<file path="config.mk">
export PLATFORM = sky130hd
export DESIGN_NAME = balanced_3d_grid_factorizer_core
export DESIGN_NICKNAME = d
export VERILOG_FILES = /design/src/rtl/bgf_pkg.sv /design/src/rtl/bgf_divider.sv /design/src/rtl/bgf_datapath.sv /design/src/rtl/bgf_ctrl.sv /design/src/rtl/balanced_3d_grid_factorizer_core.sv
export VERILOG_INCLUDE_DIRS = /design/src /design/src/rtl
export SDC_FILE = /design/constraint.sdc
export NUM_CORES = 1
export LEC_CHECK = 0
export BUFFER_PORTS_ARGS = -buffer_cell sky130_fd_sc_hd__buf_2
export CELL_PAD_IN_SITES_DETAIL_PLACEMENT = 0
export CELL_PAD_IN_SITES_GLOBAL_PLACEMENT = 1
export CORE_MARGIN = 4
export CORE_UTILIZATION = 50
export CTS_CLUSTER_SIZE = 40
export DETAILED_ROUTE_END_ITERATION = 10
export PLACE_DENSITY = 0.76
export SKIP_LAST_GASP = 1
export SYNTH_ARGS = -nofsm -noshare
export SYNTH_HDL_FRONTEND = slang
export SYNTH_SLANG_ARGS = --single-unit
</file>
<file path="constraint.sdc">
create_clock -name clk_i -period 9.65 [get_ports clk_i]
set_input_delay 0.965 -clock clk_i [delete_from_list [all_inputs] [get_ports clk_i]]
set_output_delay 0.965 -clock clk_i [all_outputs]
set_load 0.005 [all_outputs]
</file>
<file path="src/rtl/balanced_3d_grid_factorizer_core_defines.svh">
// assertion macros shared by the grid factoriser rtl
// no dependencies; expects clk_i and rst_ni in the including module
`ifndef BALANCED_3D_GRID_FACTORIZER_CORE_DEFINES_SVH
`define BALANCED_3D_GRID_FACTORIZER_CORE_DEFINES_SVH

`ifndef SYNTH

// plain property, checked outside reset
`define BGF_ASSERT(lbl, prop, msg) \
  lbl: assert property (@(posedge clk_i) disable iff (!rst_ni) (prop)) else $error(msg);

// same-cycle implication, checked outside reset
`define BGF_ASSERT_IMPL(lbl, ante, cons, msg) \
  lbl: assert property (@(posedge clk_i) disable iff (!rst_ni) (ante) |-> (cons)) \
    else $error(msg);

`else

`define BGF_ASSERT(lbl, prop, msg)
`define BGF_ASSERT_IMPL(lbl, ante, cons, msg)

`endif

`endif

</file>
<file path="src/rtl/bgf_pkg.sv">
// shared widths, command and status types for the grid factoriser
// no dependencies
package bgf_pkg;

  localparam int unsigned N_W       = 13;  // node count and grid dimensions
  localparam int unsigned R_W       = 7;   // root, i and j (floor(sqrt(8191)) = 90)
  localparam int unsigned P_W       = 14;  // i*j and squares of i, j
  localparam int unsigned KSQ_W     = 26;  // k*k
  localparam int unsigned IJSQ_W    = 15;  // i*i + j*j
  localparam int unsigned SCORE_W   = 27;  // i*i + j*j + k*k
  localparam int unsigned CNT_W     = 4;   // divider step counter
  localparam int unsigned S_TDATA_W = 16;
  localparam int unsigned M_TDATA_W = 40;

  // controller to datapath
  typedef struct packed {
    logic load;       // latch node count, clear best triple
    logic root_step;  // bump root counter
    logic pair_init;  // i = 1, j = 1
    logic i_next;     // i + 1, j = 1
    logic j_next;     // j + 1
    logic div_start;  // start n / (i*j)
    logic score;      // register squares
    logic cmp;        // compare score, keep if not worse
    logic finish;     // load output register
  } bgf_cmd_t;

  // datapath to controller
  typedef struct packed {
    logic bad_input;  // zero or above the node limit
    logic root_done;  // (r+1)^2 > n
    logic p_over;     // i*j > n
    logic i_last;
    logic j_last;
    logic div_done;
    logic exact;      // remainder is zero
    logic out_free;   // output register can take a result
  } bgf_sts_t;

endpackage

</file>
<file path="src/rtl/bgf_divider.sv">
// restoring divider, one quotient bit per cycle
// depends on bgf_pkg and the core defines header
`include "balanced_3d_grid_factorizer_core_defines.svh"

module bgf_divider
  import bgf_pkg::*;
(
  input  logic             clk_i,
  input  logic             rst_ni,
  input  logic             start_i,
  input  logic [N_W-1:0]   dividend_i,
  input  logic [P_W-1:0]   divisor_i,
  output logic [N_W-1:0]   quotient_o,
  output logic [P_W-1:0]   remainder_o,
  output logic             done_o
);

  logic             busy_q, busy_d;
  logic [CNT_W-1:0] cnt_q, cnt_d;
  logic [N_W-1:0]   quo_q, quo_d;
  logic [P_W-1:0]   rem_q, rem_d;
  logic [P_W-1:0]   dvs_q, dvs_d;
  logic [P_W-1:0]   shifted;
  logic [P_W:0]     diff;
  logic             ge;

  assign shifted = {rem_q[P_W-2:0], quo_q[N_W-1]};
  assign diff    = {1'b0, shifted} - {1'b0, dvs_q};
  assign ge      = ~diff[P_W];

  always_comb begin
    busy_d = busy_q;
    cnt_d  = cnt_q;
    quo_d  = quo_q;
    rem_d  = rem_q;
    dvs_d  = dvs_q;
    if (start_i) begin
      busy_d = 1'b1;
      cnt_d  = CNT_W'(N_W - 1);
      quo_d  = dividend_i;
      rem_d  = '0;
      dvs_d  = divisor_i;
    end else if (busy_q) begin
      rem_d = ge ? diff[P_W-1:0] : shifted;
      quo_d = {quo_q[N_W-2:0], ge};
      cnt_d = cnt_q - CNT_W'(1);
      if (cnt_q == '0) begin
        busy_d = 1'b0;
      end
    end
  end

  always_ff @(posedge clk_i or negedge rst_ni) begin
    if (!rst_ni) begin
      busy_q <= 1'b0;
      cnt_q  <= '0;
    end else begin
      busy_q <= busy_d;
      cnt_q  <= cnt_d;
    end
  end

  always_ff @(posedge clk_i) begin
    quo_q <= quo_d;
    rem_q <= rem_d;
    dvs_q <= dvs_d;
  end

  assign quotient_o  = quo_q;
  assign remainder_o = rem_q;
  assign done_o      = busy_q && (cnt_q == '0);

  // partial remainder stays below the divisor throughout
  `BGF_ASSERT_IMPL(a_rem_below_divisor, busy_q, rem_q < dvs_q, "remainder not below divisor")

endmodule

</file>
<file path="src/rtl/bgf_datapath.sv">
// datapath: root counter, pair counters, divider, score, best triple and output register
// depends on bgf_pkg, bgf_divider and the core defines header
`include "balanced_3d_grid_factorizer_core_defines.svh"

module bgf_datapath
  import bgf_pkg::*;
#(
  parameter int unsigned MAX_NODES = 4096
) (
  input  logic                 clk_i,
  input  logic                 rst_ni,
  input  bgf_cmd_t             cmd_i,
  output bgf_sts_t             sts_o,
  input  logic [N_W-1:0]       node_count_i,
  output logic                 out_valid_o,
  input  logic                 out_ready_i,
  output logic [N_W-1:0]       grid_x_o,
  output logic [N_W-1:0]       grid_y_o,
  output logic [N_W-1:0]       grid_z_o
);

  localparam int unsigned LIM_W = 17;

  logic [N_W-1:0]     n_q;
  logic [R_W-1:0]     r_q, r_d;
  logic [R_W-1:0]     i_q, i_d, j_q, j_d;
  logic [P_W-1:0]     r1_sq;
  logic [P_W-1:0]     p;
  logic [N_W-1:0]     quo;
  logic [P_W-1:0]     rem;
  logic               div_done;
  logic [KSQ_W-1:0]   ksq_q;
  logic [IJSQ_W-1:0]  ijsq_q;
  logic [SCORE_W-1:0] score, best_q;
  logic               keep;
  logic               have_best_q;
  logic [N_W-1:0]     bx_q, by_q, bz_q;
  logic               out_valid_q;
  logic [N_W-1:0]     x_q, y_q, z_q;

  // root search: counts r up while (r+1)^2 still fits
  assign r1_sq = P_W'(r_q + R_W'(1)) * P_W'(r_q + R_W'(1));
  assign p     = P_W'(i_q) * P_W'(j_q);

  always_comb begin
    r_d = r_q;
    i_d = i_q;
    j_d = j_q;
    if (cmd_i.load)      r_d = '0;
    if (cmd_i.root_step) r_d = r_q + R_W'(1);
    if (cmd_i.pair_init) begin
      i_d = R_W'(1);
      j_d = R_W'(1);
    end
    if (cmd_i.i_next) begin
      i_d = i_q + R_W'(1);
      j_d = R_W'(1);
    end
    if (cmd_i.j_next)    j_d = j_q + R_W'(1);
  end

  always_ff @(posedge clk_i) begin
    if (cmd_i.load) begin
      n_q <= node_count_i;
    end
    r_q <= r_d;
    i_q <= i_d;
    j_q <= j_d;
  end

  bgf_divider u_div (
    .clk_i       (clk_i),
    .rst_ni      (rst_ni),
    .start_i     (cmd_i.div_start),
    .dividend_i  (n_q),
    .divisor_i   (p),
    .quotient_o  (quo),
    .remainder_o (rem),
    .done_o      (div_done)
  );

  // squares registered before the sum
  always_ff @(posedge clk_i) begin
    if (cmd_i.score) begin
      ksq_q  <= KSQ_W'(quo) * KSQ_W'(quo);
      ijsq_q <= IJSQ_W'(P_W'(i_q) * P_W'(i_q)) + IJSQ_W'(P_W'(j_q) * P_W'(j_q));
    end
  end

  assign score = SCORE_W'(ksq_q) + SCORE_W'(ijsq_q);
  // ties go to the later candidate
  assign keep  = !have_best_q || (score <= best_q);

  always_ff @(posedge clk_i or negedge rst_ni) begin
    if (!rst_ni) begin
      have_best_q <= 1'b0;
    end else if (cmd_i.load) begin
      have_best_q <= 1'b0;
    end else if (cmd_i.cmp && keep) begin
      have_best_q <= 1'b1;
    end
  end

  always_ff @(posedge clk_i) begin
    if (cmd_i.load) begin
      bx_q <= '0;
      by_q <= '0;
      bz_q <= '0;
    end else if (cmd_i.cmp && keep) begin
      best_q <= score;
      bx_q   <= quo;
      by_q   <= N_W'(j_q);
      bz_q   <= N_W'(i_q);
    end
  end

  // output register, larger of k and i goes first
  always_ff @(posedge clk_i or negedge rst_ni) begin
    if (!rst_ni) begin
      out_valid_q <= 1'b0;
    end else if (cmd_i.finish) begin
      out_valid_q <= 1'b1;
    end else if (out_ready_i) begin
      out_valid_q <= 1'b0;
    end
  end

  always_ff @(posedge clk_i) begin
    if (cmd_i.finish) begin
      x_q <= (bz_q > bx_q) ? bz_q : bx_q;
      y_q <= by_q;
      z_q <= (bz_q > bx_q) ? bx_q : bz_q;
    end
  end

  assign out_valid_o = out_valid_q;
  assign grid_x_o    = x_q;
  assign grid_y_o    = y_q;
  assign grid_z_o    = z_q;

  assign sts_o.bad_input = (n_q == '0) || (LIM_W'(n_q) > LIM_W'(MAX_NODES));
  assign sts_o.root_done = r1_sq > P_W'(n_q);
  assign sts_o.p_over    = p > P_W'(n_q);
  assign sts_o.i_last    = (i_q == r_q);
  assign sts_o.j_last    = (j_q == r_q);
  assign sts_o.div_done  = div_done;
  assign sts_o.exact     = (rem == '0);
  assign sts_o.out_free  = !out_valid_q || out_ready_i;

  // the kept triple always factors the node count exactly
  `BGF_ASSERT_IMPL(a_best_is_factor, have_best_q,
    32'(bx_q) * 32'(by_q) * 32'(bz_q) == 32'(n_q), "best triple does not factor n")

  // result ordering after the swap
  `BGF_ASSERT_IMPL(a_out_ordered, out_valid_q, z_q <= x_q, "grid_z above grid_x")

endmodule

</file>
<file path="src/rtl/bgf_ctrl.sv">
// controller state machine for the grid factoriser search
// depends on bgf_pkg
module bgf_ctrl
  import bgf_pkg::*;
(
  input  logic     clk_i,
  input  logic     rst_ni,
  input  logic     in_valid_i,
  output logic     in_ready_o,
  input  bgf_sts_t sts_i,
  output bgf_cmd_t cmd_o
);

  localparam logic [2:0] ST_IDLE  = 3'd0;
  localparam logic [2:0] ST_ROOT  = 3'd1;
  localparam logic [2:0] ST_PAIR  = 3'd2;
  localparam logic [2:0] ST_DIV   = 3'd3;
  localparam logic [2:0] ST_SCORE = 3'd4;
  localparam logic [2:0] ST_CMP   = 3'd5;
  localparam logic [2:0] ST_FINAL = 3'd6;

  logic [2:0] state_q, state_d;
  logic       advance;

  always_comb begin
    state_d = state_q;
    cmd_o   = '0;
    advance = 1'b0;
    case (state_q)
      ST_IDLE: begin
        if (in_valid_i) begin
          cmd_o.load = 1'b1;
          state_d    = ST_ROOT;
        end
      end
      ST_ROOT: begin
        if (sts_i.bad_input) begin
          state_d = ST_FINAL;
        end else if (!sts_i.root_done) begin
          cmd_o.root_step = 1'b1;
        end else begin
          cmd_o.pair_init = 1'b1;
          state_d         = ST_PAIR;
        end
      end
      ST_PAIR: begin
        // i*j beyond n: no later j can divide either
        if (sts_i.p_over) begin
          if (sts_i.i_last) begin
            state_d = ST_FINAL;
          end else begin
            cmd_o.i_next = 1'b1;
          end
        end else begin
          cmd_o.div_start = 1'b1;
          state_d         = ST_DIV;
        end
      end
      ST_DIV: begin
        if (sts_i.div_done) begin
          state_d = ST_SCORE;
        end
      end
      ST_SCORE: begin
        if (sts_i.exact) begin
          cmd_o.score = 1'b1;
          state_d     = ST_CMP;
        end else begin
          advance = 1'b1;
        end
      end
      ST_CMP: begin
        cmd_o.cmp = 1'b1;
        advance   = 1'b1;
      end
      ST_FINAL: begin
        if (sts_i.out_free) begin
          cmd_o.finish = 1'b1;
          state_d      = ST_IDLE;
        end
      end
      default: begin
        state_d = ST_IDLE;
      end
    endcase

    if (advance) begin
      if (!sts_i.j_last) begin
        cmd_o.j_next = 1'b1;
        state_d      = ST_PAIR;
      end else if (!sts_i.i_last) begin
        cmd_o.i_next = 1'b1;
        state_d      = ST_PAIR;
      end else begin
        state_d = ST_FINAL;
      end
    end
  end

  always_ff @(posedge clk_i or negedge rst_ni) begin
    if (!rst_ni) begin
      state_q <= ST_IDLE;
    end else begin
      state_q <= state_d;
    end
  end

  assign in_ready_o = (state_q == ST_IDLE);

endmodule

</file>
<file path="src/rtl/balanced_3d_grid_factorizer_core.sv">
// Takes a node count n and returns the most cube-like factor triple of n as
// (grid_x, grid_y, grid_z), with grid_x >= grid_z. One request is worked on at
// a time: after acceptance, floor(sqrt(n)) is found by counting up, then
// every pair (i, j) up to floor(sqrt(n)) with i*j <= n is tested by a
// one-bit-per-cycle divider; pairs with i*j > n end the inner loop. A zero
// count or one above MAX_NODES gives an all-zero result. The finished result
// sits in an output register, so a new request is taken while it waits.
//
// top level of the grid factoriser
// depends on bgf_pkg, bgf_ctrl, bgf_datapath and bgf_divider
module balanced_3d_grid_factorizer_core
  import bgf_pkg::*;
#(
  parameter int unsigned MAX_NODES = 4096
) (
  input  logic                 clk_i,
  input  logic                 rst_ni,
  // request side
  input  logic                 s_axis_tvalid,
  output logic                 s_axis_tready,
  input  logic [S_TDATA_W-1:0] s_axis_tdata,   // [12:0] node_count, [15:13] zero
  // result side
  output logic                 m_axis_tvalid,
  input  logic                 m_axis_tready,
  output logic [M_TDATA_W-1:0] m_axis_tdata    // [12:0] grid_x, [25:13] grid_y,
                                               // [38:26] grid_z, [39] zero
);

  bgf_cmd_t       cmd;
  bgf_sts_t       sts;
  logic [N_W-1:0] grid_x, grid_y, grid_z;

  // sequencing: root search, pair loop, compare, hand-over to output register
  bgf_ctrl u_ctrl (
    .clk_i      (clk_i),
    .rst_ni     (rst_ni),
    .in_valid_i (s_axis_tvalid),
    .in_ready_o (s_axis_tready),
    .sts_i      (sts),
    .cmd_o      (cmd)
  );

  // counters, divider, squares, best triple and output register
  bgf_datapath #(
    .MAX_NODES (MAX_NODES)
  ) u_dp (
    .clk_i        (clk_i),
    .rst_ni       (rst_ni),
    .cmd_i        (cmd),
    .sts_o        (sts),
    .node_count_i (s_axis_tdata[N_W-1:0]),
    .out_valid_o  (m_axis_tvalid),
    .out_ready_i  (m_axis_tready),
    .grid_x_o     (grid_x),
    .grid_y_o     (grid_y),
    .grid_z_o     (grid_z)
  );

  // pack fields lowest first, pad to whole bytes
  assign m_axis_tdata = {1'b0, grid_z, grid_y, grid_x};

endmodule

</file>
# --- Word level (Yosys, flattened, before mapping) ---
# Index checks and enable logic that the tools add are counted.
word_totals:
  out_inout_bits: 42
  input_bits: 20
  latch_bits: 0
  ramBits: 0
  romBits: 0
  mem_count: 0
  reg_bits: 213
classes:
  div_mod_pow: 0
  addsub: 8
  n_mux: 54
  bitwise: 2
  order_cmp: 5
  n_reduce_logical: 19
  shifts: 0
  eq_ne: 15
  mul: 5
ops:
  columns: ["op", "count"]
  rows:
  - ["$mux W7", 8]
  - ["$mul A7 B7 Y14", 3]
  - ["$mux W3", 11]
  - ["$gt A14 B13 Y1", 2]
  - ["$add A26 B15 Y27", 1]
  - ["$le A27 B27 Y1", 1]
  - ["$mul A13 B13 Y26", 1]
  - ["$mux W13", 2]
  - ["$mux W1", 25]
  - ["$add A7 B1 Y7 const B", 3]
  - ["$pmux W3 S7", 1]
  - ["$add A14 B14 Y15", 1]
  - ["$sub A14 B14 Y15", 1]
  - ["$eq A7 B7 Y1", 2]
  - ["$logic_not A14 Y1", 1]
  - ["$mul A14 B14 Y14", 1]
  - ["$mux W14", 1]
  - ["$gt A13 B13 Y1 const B", 1]
  - ["$gt A7 B13 Y1", 1]
  - ["$logic_not A13 Y1", 1]
  - ["$reduce_bool A2 Y1", 5]
  - ["$eq A3 B3 Y1 const B", 3]
  - ["$ne A3 B2 Y1 const B", 3]
  - ["$add A7 B1 Y8 const B", 1]
  - ["18 further kinds", 28]

# --- Logic depth before layout (Yosys ltp) ---
depth:
  word_depth: 9
  mapped_depth: 30

# --- Modules after synthesis ---
# Synthesis repeated with hierarchy kept, for this count alone.
unflattened:
  hier_cells: 2392
  area_unflattened_um2: 22853.2
by_module_without_submodules:
  columns: ["module", "cells_each", "n_inst", "area_each_um2", "seq_area_each_um2"]
  rows:
  - ["bgf_datapath", 2094, 1, 19875.3, 4614.4]
  - ["bgf_divider", 249, 1, 2608.8, 1216.2]
  - ["bgf_ctrl", 47, 1, 357.8, 75.1]
  - ["balanced_3d_grid_factorizer_core", 2, 1, 11.3, 0.0]

# --- Worst setup path before layout ---
# Ideal clock, no wire load.
synth_timing:
  kind: "reg-to-reg"
  start: "reg u_dp.j_q[4]"
  end: "reg u_dp.u_div.quo_q[0] (netlist: u_dp.u_div.quotient_o[0]), enable pin"
  stages_incl_launch_ff: 25
  path_slack_ns: 2.946
  n_path_buf: 3
  arrival_time_ns: 6.380
  setup_ns: 0.324
  synth_period_minus_slack_ns: 6.704
  required_ns: 9.326
  cell_sequence: "edfxtp_1 clkbuf_1 clkbuf_1 nand2_1 fa_1 fa_1 inv_1 fa_1 fa_1 ha_1 a21boi_1 o21ai_0 nand2b_1 a21o_1 a21oi_1 mux2_2 nand2b_1 ha_1 nand2_1 or4_1 o21ai_0 o32ai_1 nor2b_1 clkbuf_1 or2_2"
synth_between:
  elab_chain_cells: 5
synth_rtl:
  columns: ["element", "line", "source"]
  rows:
  - ["from (decl)", "bgf_datapath.sv:26", "logic [R_W-1:0] i_q, i_d, j_q, j_d;"]
  - ["from (signal assigned)", "bgf_datapath.sv:68", "j_q <= j_d;"]
  - ["$mul A7 B7 Y14", "bgf_datapath.sv:43", "assign p = P_W'(i_q) * P_W'(j_q);"]
  - ["via u_dp.p[12]", "bgf_datapath.sv:28", "logic [P_W-1:0] p;"]
  - ["$gt A14 B13 Y1", "bgf_datapath.sv:143", "assign sts_o.p_over = p > P_W'(n_q);"]
  - ["$mux W1", "bgf_ctrl.sv:48", "if (sts_i.p_over) begin"]
  - ["$mux W1", "bgf_ctrl.sv:29", "case (state_q)"]
  - ["$reduce_bool A2 Y1 (no source line)", null, null]
  - ["to (signal assigned)", "bgf_divider.sv:64", "quo_q <= quo_d;"]
  - ["to (decl)", "bgf_divider.sv:20", "logic [N_W-1:0] quo_q, quo_d;"]
# The timed path passes the listed nets, and every way through them passes these cells.
# A chain may end at the register's enable or synchronous reset.

# --- Worst setup path in the final report ---
layout_timing:
  start: "reg u_dp.r_q[0]"
  end: "reg u_dp.r_q[4], enable pin"
layout_between:
  elab_chain_cells: 7
layout_rtl:
  columns: ["element", "line", "source"]
  rows:
  - ["from (decl)", "bgf_datapath.sv:25", "logic [R_W-1:0] r_q, r_d;"]
  - ["from (signal assigned)", "bgf_datapath.sv:66", "r_q <= r_d;"]
  - ["$add A7 B1 Y8", "bgf_datapath.sv:42", "assign r1_sq = P_W'(r_q + R_W'(1)) * P_W'(r_q + R_W'(1));"]
  - ["$mul A14 B14 Y14", "bgf_datapath.sv:42", null]
  - ["$gt A14 B13 Y1", "bgf_datapath.sv:142", "assign sts_o.root_done = r1_sq > P_W'(n_q);"]
  - ["$mux W1", "bgf_ctrl.sv:39", "end else if (!sts_i.root_done) begin"]
  - ["$mux W2", "bgf_ctrl.sv:37", "if (sts_i.bad_input) begin"]
  - ["$mux W2", "bgf_ctrl.sv:29", null]
  - ["$reduce_bool A2 Y1 (no source line)", null, null]
# No other way between the ends.

==> results.py <==
metrics = {
    "status": {
        "outcome": "finished, final reports clean",
    },
    "clocking": {
        "htreeDepth": 1,
        "cts.hold.buffers_added": 0,
        "clk_latency_ns": 0.56,
        "cts_tree": "done",
        "clkTransAtPathRegs_ns": 0.06,
        "clk_path_buf_depth": 3,
        "cts.sinks": 212,
        "cts.repair.resized": 0,
        "postCtsSetupBuffers": 0,
        "root_buffer": "clkbuf_16",
        "cts_made_buffers": 26,
    },
    "yosys": {
        "yosys-mux-area-fraction_pct": 3.39,
        "synth_compound_area_share_pct": 7.52,
        "synth_area_sq_um": 21000,
        "synth_edf_count": 161,
        "synth_top_area_share_pct": 23.0,
        "syn_avg_cell_area_sq_um": 10.1,
        "ys_dominant_reg_cell": "edfxtp_1",
        "yosys.area_share.simple_pct": 13.7,
        "synth-xor-area-share_pct": 5.12,
        "syn_inst": 2074,
        "synth_area_leaders": "edfxtp_1 (23%), fa_1 (19%), ha_1 (16%), inv_1 (6.0%), dfxtp_1 (3.9%)",
        "synth_cell_types": 76,
        "yosysSeqAreaShare_pct": 28.1,
        "synth_fa_ha_area_share_pct": 34.6,
        "async_reset_ff_share_pct": 4.72,
        "ys_seq_elements": 212,
        "yosys_warnings": 0,
        "yosysTopAreaCell": "edfxtp_1",
        "synth_top_family_by_area": "adder cells",
    },
    "sta": {
        "worst_pin_slew_ns": 1.15,
        "maxSlewViolCount": 0,
        "post-route-min-period_ns": 7.37,
        "finClkSkew_ns": 0.0210,
        "fmax_ghz": 0.136,
        "period_share_pct": 76.3,
        "setup_viol": 0,
        "setup_tns_ns": 0,
        "slew_headroom_pct": 23.2,
        "hold_viol_final": 0,
        "rsz0062_at_grt": "false",
    },
    "placement": {
        "place_area_sq_um": 21800,
        "port_buffers": 51,
        "dp_hpwl_um": 34800,
        "routabilityCongestion": 0.863,
    },
    "grt": {
        "first_global_vias": 14600,
        "grt_start_max_net_pins": 41,
        "antenna_found_initial": 1,
        "grtUsageTotal_pct": 20.1,
        "overflow": 0,
        "grt_pass1_wl_um": 73800,
    },
    "detailed_routing": {
        "wirelength_um": 44000,
        "final_antenna_net_count": 0,
        "dr.first_iter.drc_count": 570,
        "route.detailed.drc": 0,
        "firstDrtPassIters": 5,
        "via_count": 14000,
        "wl_per_cell_um": 16.6,
        "viasPerCell": 5.26,
    },
    "cells_and_area": {
        "nets": 2585,
        "drive_gt1_share_pct": 8.48,
        "fin_area_sq_um": 22700,
        "area_growth_syn_to_layout_pct": 7.79,
        "n_antenna_cell": 0,
        "final_cell_mix": "inv_1 (335), ha_1 (266), fa_1 (197)",
        "final_common_cell": "inv_1",
    },
    "worst_setup_path": {
        "critPathLaunchType": "register",
        "cp-end-kind": "register",
        "critical_path_arrival_ns": 7.59,
        "ff2ff_setup_slack_ns": 2.28,
        "r2r-end": "u_dp.r_q[4]$_SDFFCE_PN0P_",
        "path_class": "reg -> reg",
        "crit_path_end": "u_dp.r_q[4]$_SDFFCE_PN0P_",
        "r2r-start": "u_dp.r_q[0]$_SDFFCE_PN0P_",
        "path_max_fanout": 13,
        "crit_path_start": "u_dp.r_q[0]$_SDFFCE_PN0P_",
        "worst_r2r_path_depth": 26,
        "critPathRequiredTime_ns": 9.87,
    },
    "die": {
        "core_area_sq_um": 41200,
        "start_util_pct": 51.0,
        "core.rowCount": 74,
        "die_y_um": 213,
        "die-area_sq_um": 45400,
        "die_x_um": 213,
        "ios": 62,
    },
    "run": {
        "drv_cap": 0,
    },
    "worst_hold_path": {
        "hold_class": "in -> async",
    },
}
[worst max-delay path: stages, from the launching register on]
cell and delay, ns:
edfxtp_1 0.72, ha_1 0.30, nand2_1 0.08, or3_1 0.36, and2_0 0.31, or2_2 0.36, inv_1 0.08, fa_1 0.44
fa_1 0.54, inv_1 0.05, fa_1 0.50, fa_1 0.54, inv_1 0.04, ha_1 0.35, inv_1 0.08, o21bai_1 0.07
a21oi_1 0.23, o21bai_1 0.09, a21oi_1 0.18, xnor2_1 0.16, ha_1 0.28, nand4_1 0.10, nor2_1 0.06, a221oi_1 0.26
o21ai_1 0.13, nand2b_1 0.34, nand2b_1 0.36
[state kept, by name (all words and copies together) (netlist names), 3 cells and up]
signal	count
u_ctrl.state_q	3
u_dp.best_q	27
u_dp.bx_q	13
u_dp.by_q	7
u_dp.bz_q	7
u_dp.grid_x_o	13
u_dp.grid_y_o	7
u_dp.grid_z_o	13
u_dp.i_q	7
u_dp.ijsq_q	15
u_dp.j_q	7
u_dp.ksq_q	25
u_dp.n_q	13
u_dp.r_q	7
u_dp.u_div.cnt_q	4
u_dp.u_div.dvs_q	14
u_dp.u_div.quotient_o	13
u_dp.u_div.remainder_o	14
[routing by layer]
| metal | up-vias | part of all wire [%] | global-route usage (%) |
|---|---|---|---|
| li1 | 6877 | - | - |
| met1 | 6802 | 46 | 27.4 |
| met2 | 204 | 47 | 33.8 |
| met3 | 75 | 3.3 | 2.51 |
| met4 | 2 | 3.4 | 6.04 |
| met5 | - | 0.027 | 0 |
[synth_stat cells (all sizes together), types with 3 or more instances]
cell	instances
a211oi	19
a21o	31
a21oi	63
a31o	4
a31oi	3
and2	101
and3	12
buf	19
clkbuf	56
dfrtp	10
dfxtp	41
edfxtp	161
fa	197
ha	266
inv	335
mux2	45
mux2i	16
nand2	109
nand2b	35
nand3	29
nand4	14
nor2	152
nor2b	43
nor3	31
nor4	12
o2111ai	5
o21a	19
o21ai	46
o21bai	10
o41ai	3
or2	12
or3	10
xnor2	82
xor2	41
[cell type report]
| cell class | count | area (sq um) |
|---|---|---|
| Multi-Input combinational cell | 1467 | 13600 |
| Timing Repair Buffer | 59 | 315 |
| Fill cell | 3680 | 18500 |
| Sequential cell | 212 | 5910 |
| Clock buffer | 32 | 693 |
| Inverter | 336 | 1260 |
| Clock inverter | 16 | 215 |
| Tap cell | 532 | 666 |
[worst min-delay path by stage]
stage,from,endpoint,slack [ns],cells after the start
3_3_place_gp,u_dp.by_q[6]$_SDFFE_PP0P_,u_dp.grid_y_o[6]$_DFFE_PP_,0.41,0
5_1_grt,rst_ni,u_dp.have_best_q$_DFFE_PN0P_,0.29,1
4_1_cts,rst_ni,u_dp.have_best_q$_DFFE_PN0P_,0.28,1
2_1_floorplan,u_dp.by_q[1]$_SDFFE_PP0P_,u_dp.grid_y_o[1]$_DFFE_PP_,0.40,0
6_report,rst_ni,u_dp.have_best_q$_DFFE_PN0P_,0.30,1
3_5_place_dp,u_dp.by_q[5]$_SDFFE_PP0P_,u_dp.grid_y_o[5]$_DFFE_PP_,0.41,0
[through the flow]
stage	util [%]	std cells	worst slack, ns	hold WS (ns)
final	55.0	2654	2.28	0.297
after global routing	55.0	2654	1.73	0.292
after global placement	52.8	2606	2.30	0.411
after CTS	55.0	2654	2.21	0.284
after floorplan	-	2090	2.95	0.401
after detailed placement	52.8	2606	2.23	0.412
[cells by family after synthesis]
family	count (synthesis)
flip-flops	212
AND/OR/NAND/NOR	571
adder cells (fa/ha/maj)	463
AO/OA/AOI/OAI	231
buffers and inverters	411
multiplexers	61
XOR/XNOR	123
other	2
Power is not shown: default switching activity piles up to over one toggle a cycle in this logic, so the estimate is an artifact.
